[config.mk]
export PLATFORM = sky130hd
export DESIGN_NAME = line_sensor_ring_detector_top_flat
export DESIGN_NICKNAME = d
export VERILOG_FILES = /design/src/rtl/lsrd_pkg.sv /design/src/rtl/lsrd_if.sv /design/src/rtl/line_sensor_ring_detector_top.sv /design/src/flat_wrapper.sv
export VERILOG_INCLUDE_DIRS = /design/src /design/src/rtl
export SDC_FILE = /design/constraint.sdc
export NUM_CORES = 2
export LEC_CHECK = 0
export ABC_AREA = 1
export BUFFER_PORTS_ARGS = -buffer_cell sky130_fd_sc_hd__buf_2
export CAP_MARGIN = 20
export CORE_UTILIZATION = 45
export DETAILED_ROUTE_END_ITERATION = 10
export PLACE_DENSITY = 0.71
export SYNTH_ARGS = -nofsm -noshare
export SYNTH_HDL_FRONTEND = slang
export SYNTH_SLANG_ARGS = --single-unit
export TNS_END_PERCENT = 20
[constraint.sdc]
create_clock -name clock -period 27.9 [get_ports clock]
set_clock_uncertainty 0.05 [all_clocks]
set_input_delay 5.58 -clock clock [delete_from_list [all_inputs] [get_ports clock]]
set_output_delay 5.58 -clock clock [all_outputs]
set_load 0.03 [all_outputs]
[src/rtl/line_sensor_ring_detector_top_defines.svh]
// ----------------------------------------------------------------------------
// Line sensor ring detector - assertion macros
// Concurrent assertion wrappers, compiled out for synthesis.
// ----------------------------------------------------------------------------
`ifndef LINE_SENSOR_RING_DETECTOR_TOP_DEFINES_SVH
`define LINE_SENSOR_RING_DETECTOR_TOP_DEFINES_SVH

`ifndef SYNTHESIS

// checked only outside reset
`define LSRD_ASSERT(label, clk, rst, prop, msg) \
   label: assert property (@(posedge clk) disable iff (rst) (prop)) else $error(msg);

// checked on every edge, reset included
`define LSRD_ASSERT_ALWAYS(label, clk, prop, msg) \
   label: assert property (@(posedge clk) (prop)) else $error(msg);

`else

`define LSRD_ASSERT(label, clk, rst, prop, msg)

`define LSRD_ASSERT_ALWAYS(label, clk, prop, msg)

`endif

`endif

[src/rtl/lsrd_pkg.sv]
// ----------------------------------------------------------------------------
// Line sensor ring detector package
// Payload types, opcodes and defaults shared by the interfaces and the top.
// ----------------------------------------------------------------------------
`timescale 1ns / 1ps
`default_nettype none

package lsrd_pkg;

   localparam int SENSOR_COUNT_DEF = 32;
   localparam int SAMPLE_BITS_DEF  = 10;

   localparam logic [15:0] SENS_RESET    = 16'd19661;  // 0.30 in Q0.16
   localparam int          MIN_LEVEL_CAP = 999;
   localparam logic [5:0]  COUNT_MAX     = 6'd63;
   localparam int          ANGLE_OFFSET  = 270;        // -90 mod 360
   localparam int          FULL_CIRCLE   = 360;

   typedef enum logic [1:0] {
      OP_DETECT    = 2'd0,
      OP_CALIBRATE = 2'd1,
      OP_CLR_HIST  = 2'd2,
      OP_CLR_THR   = 2'd3
   } opcode_type;

   typedef struct packed {
      opcode_type opcode;
      logic [4:0] sensor_index;
      logic [9:0] reading;
      logic       scan_last;
   } req_payload_type;

   typedef struct packed {
      logic       sample_white;
      logic [9:0] threshold_now;
      logic       scan_done;
      logic [5:0] white_count;
      logic [5:0] history_count;
      logic       touching;
      logic       new_touch;
      logic [4:0] first_index;
      logic [8:0] first_angle;
   } rsp_payload_type;

endpackage

`default_nettype wire

[src/rtl/lsrd_if.sv]
// ----------------------------------------------------------------------------
// Line sensor ring detector channels
// Valid/ready channels for sample requests and per-item responses.
// ----------------------------------------------------------------------------
`timescale 1ns / 1ps
`default_nettype none

interface lsrd_req_if;
   logic                     valid;
   logic                     ready;
   lsrd_pkg::req_payload_type payload;

   modport source (output valid, output payload, input ready);
   modport sink   (input valid, input payload, output ready);
endinterface

interface lsrd_rsp_if;
   logic                     valid;
   logic                     ready;
   lsrd_pkg::rsp_payload_type payload;

   modport source (output valid, output payload, input ready);
   modport sink   (input valid, input payload, output ready);
endinterface

`default_nettype wire

[src/rtl/line_sensor_ring_detector_top.sv]
// ----------------------------------------------------------------------------
// Line sensor ring detector
// Per-sensor min/max calibration, threshold detect and scan summary.
// ----------------------------------------------------------------------------
// Takes one sample transfer per clock while the response side is not stalled
// and returns exactly one response per sample. A sample sits in the input
// register while its result is computed; its response then waits for the
// response side to take it from the
// result register. Per-sensor min, max, threshold and history live in
// flip-flops indexed by sensor_index, so back-to-back samples of the same
// sensor see each other's updates. The cycle path is the calibrate update:
// min/max compare, span subtract, one span x sensitivity multiply and the add
// to min. The sensitivity register should be written only while no transfer
// is in flight.
// ----------------------------------------------------------------------------
`timescale 1ns / 1ps
`default_nettype none
`include "line_sensor_ring_detector_top_defines.svh"

module line_sensor_ring_detector_top #(
   parameter int SENSOR_COUNT = lsrd_pkg::SENSOR_COUNT_DEF,
   parameter int SAMPLE_BITS  = lsrd_pkg::SAMPLE_BITS_DEF
) (
   input  wire logic        clock,
   input  wire logic        reset,
   lsrd_req_if.sink         req_chan,
   lsrd_rsp_if.source       rsp_chan,
   input  wire logic        csr_wr_en,
   input  wire logic [15:0] csr_wr_data
);
   import lsrd_pkg::*;

   localparam int IDX_W       = $clog2(SENSOR_COUNT);
   localparam int SAMPLE_MASK = (1 << SAMPLE_BITS) - 1;
   localparam int MIN_RESET   = (MIN_LEVEL_CAP < SAMPLE_MASK) ? MIN_LEVEL_CAP : SAMPLE_MASK;
   localparam int ANGLE_STEP  = FULL_CIRCLE / SENSOR_COUNT;
   localparam int PROD_W      = SAMPLE_BITS + 16;

   typedef logic [SAMPLE_BITS-1:0] level_type;

   // registers
   logic [15:0]     sens_ff;
   logic            s1_valid_ff;
   req_payload_type s1_payload_ff;
   logic            rsp_valid_ff;
   rsp_payload_type rsp_payload_ff, rsp_payload_in;

   level_type       min_ff [SENSOR_COUNT];
   level_type       max_ff [SENSOR_COUNT];
   level_type       thr_ff [SENSOR_COUNT];
   logic [SENSOR_COUNT-1:0] hist_ff;

   logic            was_touch_ff, was_touch_in;
   logic [4:0]      held_ff, held_in;
   logic [5:0]      white_acc_ff, white_acc_in;
   logic [5:0]      hist_acc_ff, hist_acc_in;
   logic            any_white_ff, any_white_in;
   logic            first_hit_ff, first_hit_in;

   // per-item combinational values
   logic            out_ready, advance, req_ready;
   logic [6:0]      idx_ext;
   logic [IDX_W-1:0] idx;
   logic            in_ring;
   logic [15:0]     rd_ext;
   level_type       rd, min_new, max_new, span, thr_cal, thr_now;
   logic [PROD_W-1:0] prod;
   logic [15:0]     thr_ext;
   logic            white, hist_after, upd_held, is_detect, touch;
   logic [4:0]      held_next, held_out;
   logic [8:0]      angle_lut [32];

   for (genvar g = 0; g < 32; g++) begin : g_angle
      assign angle_lut[g] = 9'((g * ANGLE_STEP + ANGLE_OFFSET) % FULL_CIRCLE);
   end

   assign out_ready = !rsp_valid_ff || rsp_chan.ready;
   assign advance   = s1_valid_ff && out_ready;
   assign req_ready = !s1_valid_ff || out_ready;

   assign req_chan.ready   = req_ready;
   assign rsp_chan.valid   = rsp_valid_ff;
   assign rsp_chan.payload = rsp_payload_ff;

   // stage 1 decode
   assign idx_ext = {2'b00, s1_payload_ff.sensor_index};
   assign idx     = idx_ext[IDX_W-1:0];
   assign in_ring = ({25'd0, idx_ext} < 32'(SENSOR_COUNT));
   assign rd_ext  = {6'd0, s1_payload_ff.reading};
   assign rd      = rd_ext[SAMPLE_BITS-1:0];

   // calibrate datapath
   always_comb begin
      max_new = (rd > max_ff[idx]) ? rd : max_ff[idx];
      min_new = (rd < min_ff[idx]) ? rd : min_ff[idx];
      span    = (max_new >= min_new) ? (max_new - min_new) : '0;
      prod    = PROD_W'(span) * PROD_W'(sens_ff);
      thr_cal = min_new + prod[PROD_W-1:16];
   end

   // detect and scan summary
   always_comb begin
      is_detect    = (s1_payload_ff.opcode == OP_DETECT);
      white        = is_detect && in_ring && (rd > thr_ff[idx]);
      hist_after   = in_ring && (hist_ff[idx] || white);
      upd_held     = white && !was_touch_ff &&
                     (!first_hit_ff || (s1_payload_ff.sensor_index < held_ff));
      held_next    = upd_held ? s1_payload_ff.sensor_index : held_ff;
      touch        = any_white_ff || white;
      held_out     = touch ? held_next : 5'd0;

      white_acc_in = white_acc_ff;
      hist_acc_in  = hist_acc_ff;
      any_white_in = any_white_ff;
      first_hit_in = first_hit_ff;
      held_in      = held_ff;
      was_touch_in = was_touch_ff;

      case (s1_payload_ff.opcode)
         OP_DETECT: begin
            if (white) begin
               white_acc_in = (white_acc_ff == COUNT_MAX) ? COUNT_MAX : white_acc_ff + 6'd1;
               any_white_in = 1'b1;
            end
            if (upd_held) begin
               held_in      = held_next;
               first_hit_in = 1'b1;
            end
            if (is_detect && hist_after) begin
               hist_acc_in = (hist_acc_ff == COUNT_MAX) ? COUNT_MAX : hist_acc_ff + 6'd1;
            end
         end
         OP_CLR_HIST: begin
            hist_acc_in = '0;
         end
         default: begin
         end
      endcase

      case (s1_payload_ff.opcode)
         OP_CALIBRATE: thr_now = thr_cal;
         OP_CLR_THR:   thr_now = '0;
         default:      thr_now = thr_ff[idx];
      endcase
      thr_ext = in_ring ? 16'(thr_now) : 16'd0;

      rsp_payload_in               = '0;
      rsp_payload_in.sample_white  = white;
      rsp_payload_in.threshold_now = thr_ext[9:0];

      if (is_detect && s1_payload_ff.scan_last) begin
         rsp_payload_in.scan_done     = 1'b1;
         rsp_payload_in.white_count   = white_acc_in;
         rsp_payload_in.history_count = hist_acc_in;
         rsp_payload_in.touching      = touch;
         rsp_payload_in.new_touch     = touch && !was_touch_ff;
         rsp_payload_in.first_index   = held_out;
         rsp_payload_in.first_angle   = touch ? angle_lut[held_out] : 9'd0;
         held_in      = held_out;
         was_touch_in = touch;
         white_acc_in = '0;
         hist_acc_in  = '0;
         any_white_in = 1'b0;
         first_hit_in = 1'b0;
      end
   end

   // handshake stages and config
   always_ff @(posedge clock) begin
      if (reset) begin
         s1_valid_ff  <= 1'b0;
         rsp_valid_ff <= 1'b0;
         sens_ff      <= SENS_RESET;
      end else begin
         if (csr_wr_en) begin
            sens_ff <= csr_wr_data;
         end
         if (req_ready) begin
            s1_valid_ff <= req_chan.valid;
         end
         if (out_ready) begin
            rsp_valid_ff <= s1_valid_ff;
         end
      end
   end

   always_ff @(posedge clock) begin
      if (req_chan.valid && req_ready) begin
         s1_payload_ff <= req_chan.payload;
      end
      if (advance) begin
         rsp_payload_ff <= rsp_payload_in;
      end
   end

   // sensor and scan state
   always_ff @(posedge clock) begin
      if (reset) begin
         for (int i = 0; i < SENSOR_COUNT; i++) begin
            min_ff[i] <= level_type'(MIN_RESET);
            max_ff[i] <= '0;
            thr_ff[i] <= '0;
         end
         hist_ff      <= '0;
         was_touch_ff <= 1'b0;
         held_ff      <= '0;
         white_acc_ff <= '0;
         hist_acc_ff  <= '0;
         any_white_ff <= 1'b0;
         first_hit_ff <= 1'b0;
      end else if (advance) begin
         was_touch_ff <= was_touch_in;
         held_ff      <= held_in;
         white_acc_ff <= white_acc_in;
         hist_acc_ff  <= hist_acc_in;
         any_white_ff <= any_white_in;
         first_hit_ff <= first_hit_in;
         case (s1_payload_ff.opcode)
            OP_CALIBRATE: begin
               if (in_ring) begin
                  min_ff[idx] <= min_new;
                  max_ff[idx] <= max_new;
                  thr_ff[idx] <= thr_cal;
               end
            end
            OP_CLR_HIST: begin
               hist_ff <= '0;
            end
            OP_CLR_THR: begin
               for (int i = 0; i < SENSOR_COUNT; i++) begin
                  thr_ff[i] <= '0;
               end
            end
            default: begin
               if (white) begin
                  hist_ff[idx] <= 1'b1;
               end
            end
         endcase
      end
   end

   `LSRD_ASSERT_ALWAYS(a_reset_empty, clock,
      reset |=> !s1_valid_ff && !rsp_valid_ff,
      "pipeline not empty after reset")

   `LSRD_ASSERT(a_advance_fills, clock, reset,
      advance |=> rsp_valid_ff,
      "stage 1 item lost on advance")

   `LSRD_ASSERT(a_no_summary, clock, reset,
      rsp_valid_ff && !rsp_payload_ff.scan_done |->
         rsp_payload_ff.white_count == 6'd0 && rsp_payload_ff.history_count == 6'd0 &&
         !rsp_payload_ff.touching && !rsp_payload_ff.new_touch,
      "summary fields set without scan end")

   `LSRD_ASSERT(a_touch_fields, clock, reset,
      rsp_valid_ff && !rsp_payload_ff.touching |->
         !rsp_payload_ff.new_touch && rsp_payload_ff.first_index == 5'd0 &&
         rsp_payload_ff.first_angle == 9'd0,
      "touch fields set without touch")

   `LSRD_ASSERT(a_angle_range, clock, reset,
      rsp_valid_ff |-> rsp_payload_ff.first_angle < 9'(FULL_CIRCLE),
      "angle out of range")

endmodule

`default_nettype wire

[src/flat_wrapper.sv]
// flat-port wrapper written by rule: the top's interface ports become plain ports
module line_sensor_ring_detector_top_flat import lsrd_pkg::*;
#(
   parameter int SENSOR_COUNT = lsrd_pkg::SENSOR_COUNT_DEF,
   parameter int SAMPLE_BITS  = lsrd_pkg::SAMPLE_BITS_DEF
)
  (clock, reset, csr_wr_en, csr_wr_data, req_chan_valid, req_chan_payload, req_chan_ready, rsp_chan_valid, rsp_chan_payload, rsp_chan_ready);
  lsrd_req_if req_chan_i ();
  lsrd_rsp_if rsp_chan_i ();
  input  wire logic clock;
  input  wire logic reset;
  input  wire logic csr_wr_en;
  input  wire logic [15:0] csr_wr_data;
  input wire logic [$bits(req_chan_i.valid)-1:0] req_chan_valid;
  input wire logic [$bits(req_chan_i.payload)-1:0] req_chan_payload;
  output wire logic [$bits(req_chan_i.ready)-1:0] req_chan_ready;
  output wire logic [$bits(rsp_chan_i.valid)-1:0] rsp_chan_valid;
  output wire logic [$bits(rsp_chan_i.payload)-1:0] rsp_chan_payload;
  input wire logic [$bits(rsp_chan_i.ready)-1:0] rsp_chan_ready;
  assign req_chan_i.valid = req_chan_valid;
  assign req_chan_i.payload = req_chan_payload;
  assign req_chan_ready = req_chan_i.ready;
  assign rsp_chan_valid = rsp_chan_i.valid;
  assign rsp_chan_payload = rsp_chan_i.payload;
  assign rsp_chan_i.ready = rsp_chan_ready;
  line_sensor_ring_detector_top #(.SENSOR_COUNT(SENSOR_COUNT), .SAMPLE_BITS(SAMPLE_BITS)) u_core (.clock(clock), .reset(reset), .req_chan(req_chan_i), .rsp_chan(rsp_chan_i), .csr_wr_en(csr_wr_en), .csr_wr_data(csr_wr_data));
endmodule
==> run_results.csv <==
group,metric,value,unit
status,outcome,"finished, final reports clean",
worst_setup_path,crit_top_cell,"nand2_1",
synthesis,ys_seq_area_share,58.76,%
floorplanning,die_y,350.3,um
finish,drive_above_1_share,7.311,%
synthesis,async_reset_ff_share,0,%
timing,period_needed,15.36,ns
global_routing,grt_pass1_vias,40180,
clocking,clk_latency,0.73,ns
finish,multi_input_area,19520,um^2
hold_path,hold_class,"flip-flop to flip-flop",
synthesis,synth_top_family_by_area,"simple AND/OR/NAND/NOR gates",
clocking,cts_tree,"done",
worst_setup_path,regToRegSetupSlack,12.54,ns
timing,timing.slew.headroom,22.45,%
place,place.gp.congestion,0.9317,
global_routing,antenna_found_initial,1,
floorplanning,coreArea,120100,um^2
synthesis,yosys_warnings,0,
routing,drc_errors,0,
clocking,post_cts_buffers,0,
synthesis,ys_ff_latch,1093,
global_routing,gr-usage-all-layers,26.72,%
global_routing,grtUsageMet3,5.143,%
finish,area_growth,9.271,%
clocking,clock-root-buffer,"clkbuf_16",
worst_setup_path,worstRegToRegCells,48,
worst_setup_path,max_stage_delay,0.88,ns
finish,final_nets,5651,
clocking,cts.htree.levels,3,
timing,max_freq,65.12,MHz
worst_setup_path,cp-start-kind,"flip-flop",
worst_setup_path,critPathKind,"flip-flop to flip-flop",
synthesis,synthXorXnorAreaFrac,0.4127,%
finish,regArea,32080,um^2
floorplanning,io_pins,81,
clocking,cts_resized,0,
synthesis,netlist_instances,5504,
global_routing,globalRouteOverflowTotal,0,
timing,finalSetupViolCount,0,
floorplanning,die_area,122700,um^2
clocking,clock_sinks,1093,
place,dp_hpwl,102500,um
synthesis,synth-compound-area-share,11.57,%
synthesis,ys_types,56,
routing,drt-vias-per-instance,5.910,
synthesis,synth-simple-area-share,16.94,%
finish,fillCellCount,10770,
worst_setup_path,rr_endpoint,"u_core.thr_ff[23][9]$_SDFFCE_PN0P_",
routing,drtAntennaViolNets,0,
routing,wl,165600,um
worst_setup_path,slowest_stage,"o21ai_4",
clocking,clk_transition_reported_paths,0.06,ns
routing,vias,41860,
floorplanning,initial_core_util,45.43,%
routing,drt_pass1_iterations,9,
floorplanning,rows,127,
global_routing,grt_max_degree,180,
hold_path,min_to,"u_core.hist_ff[14]$_SDFFE_PP0P_",
clocking,cts_buffer_depth,3,
clocking,cts_buffers,110,
routing,wire_per_inst,23.37,um
synthesis,ys.flop_type,"edfxtp_1",
synthesis,synthAdderAreaFrac,6.717,%
hold_path,hold_depth,2,
clocking,ctsHoldBuffers,0,
hold_path,min_from,"u_core.hist_ff[14]$_SDFFE_PP0P_",
synthesis,syn_area,54580,um^2
place,port_buffers,80,
timing,post-route-period-util,55.04,%
floorplanning,fp.dieW,350.3,um
global_routing,grt_pass1_wl,248200,um
timing,tightest_slew,1.160,ns
worst_setup_path,crit_fanout,179,
global_routing,met1_usage,34.66,%
routing,drt_iter0_markers,5737,
worst_setup_path,cp_data_required_time,28.27,ns
timing,tns,0,ns
synthesis,avgSynthCellArea,9.916,um^2
global_routing,grtUsageMet2,42.91,%
flow_run,max-cap-violations,0,
worst_setup_path,endpoint_kind,"flip-flop",
timing,hold_viol,0,
timing,slew_violations,0,
global_routing,busiest_layer,"met2",
timing,rsz0062_at_grt,"no",
synthesis,muxShareOfSynthArea,0,%
finish,antenna_cells,0,
synthesis,synth_nets,5770,
synthesis,synth-edff-count,1018,
worst_setup_path,critical_path_arrival,15.73,ns
placed cells by master, fill, tap and decap left out, drive strengths merged, types with 4 or more instances in the layout:
master and n:
a21oi 111, o21a 8, fa 110, edfxtp 1018, dfxtp 75, a21o 5
a31oi 27, nor2 1407, clkbuf 135, o21bai 4, bufinv 5, o221ai 178
a32o 14, o2111ai 4, buf 175, nand2 742, ha 117, nand4 11
o22ai 75, a22oi 5, xnor2 6, inv 349, clkinv 57, o21ai 583
o211ai 19, xor2 18, nor3 8, nand3 167, or2 12
worst max path at each step:
stage	slack [ns]	cells past startpoint	endpoint
detailed placement	13.05	48	u_core.thr_ff[13][9]$_SDFFCE_PN0P_
floorplan	16.04	64	u_core.thr_ff[10][9]$_SDFFCE_PN0P_
global route	11.70	48	u_core.thr_ff[23][9]$_SDFFCE_PN0P_
global placement	13.23	48	u_core.thr_ff[5][9]$_SDFFCE_PN0P_
finish	12.54	48	u_core.thr_ff[23][9]$_SDFFCE_PN0P_
CTS	13.03	48	u_core.rsp_chan.payload[33]$_DFFE_PP_
cells in the mapped netlist (all sizes together) (6+ instances only):
| cell type | n | share of area, % |
|---|---|---|
| nor2 | 1407 | 9.7 |
| edfxtp | 1018 | 56 |
| nand2 | 742 | 5.2 |
| o21ai | 583 | 5.4 |
| inv | 345 | 2.4 |
| clkbuf | 318 | 2.2 |
| o221ai | 178 | 2.9 |
| nand3 | 167 | 1.6 |
| ha | 117 | 2.7 |
| a21oi | 111 | 1.0 |
| fa | 110 | 4.0 |
| buf | 89 | 1.0 |
| dfxtp | 75 | 2.8 |
| o22ai | 75 | 0.86 |
| a31oi | 27 | 0.31 |
| o211ai | 19 | 0.26 |
| xor2 | 18 | 0.30 |
| a32o | 14 | 0.26 |
| or2 | 12 | 0.14 |
| nand4 | 11 | 0.13 |
| nor3 | 8 | 0.073 |
| o21a | 8 | 0.11 |
| xnor2 | 6 | 0.11 |
per-stage QoR:
step / area, um^2 / util [%] / worst slack, ns / cells / hold WS (ns)
finish: 59640 / 49.64 / 12.54 / 7083 / 0.4088
global route: 59640 / 49.64 / 11.70 / 7083 / 0.4229
CTS: 59470 / 49.50 / 13.03 / 7075 / 0.4080
detailed placement: 56140 / 46.74 / 13.05 / 6877 / 0.3908
global placement: 56010 / 46.62 / 13.23 / 6872 / 0.3888
floorplan: 54580 / - / 16.04 / 5504 / 0.3765
final cells by class:
| class | count | area share (%) |
|---|---|---|
| Clock buffer | 134 | 4.767 |
| Clock inverter | 64 | 0.8057 |
| Inverter | 348 | 2.216 |
| Multi-Input combinational cell | 3656 | 32.74 |
| Sequential cell | 1093 | 53.80 |
| Tap cell | 1612 | 3.382 |
| Timing Repair Buffer | 176 | 2.293 |
routing by layer:
metal  share of wire (%)  vias up
met1                  37    20310
met5                   0        -
li1                    -    18650
met3                  11      422
met4                 5.5        0
met2                  46     2478
cell families (layout without fill, tap and decap cells):
logic type                 count (synthesis)  after routing
xor gates and xnor gates                  24             24
and+or+nand+nor                         2355           2355
adders and majority gates                227            227
DFF                                     1093           1093
AOI/OAI and AO/OA                       1050           1050
buffers and inverters                    755            722
registers in the layout, summed over array words and instances, names as in the netlist, 3 cells and up, named ones only:
signal,cells
u_core.held_ff,5
u_core.hist_acc_ff,6
u_core.hist_ff,32
u_core.idx,5
u_core.max_ff,320
u_core.min_ff,320
u_core.rd,10
u_core.rsp_chan.payload,40
u_core.s1_payload_ff,3
u_core.sens_ff,16
u_core.thr_ff,320
u_core.white_acc_ff,6
worst max-delay path, delay by kind of cell (launching register included):
kind / cells / cell delay, ns
flops: 1 / 0.44
buf+inv: 7 / 2.34
simple gates: 18 / 3.00
compound gates: 13 / 4.61
xor+xnor: 1 / 0.46
fa+ha+maj: 9 / 3.76
Power is not shown: default switching activity piles up to over one toggle a cycle in this logic, so the estimate is an artifact.
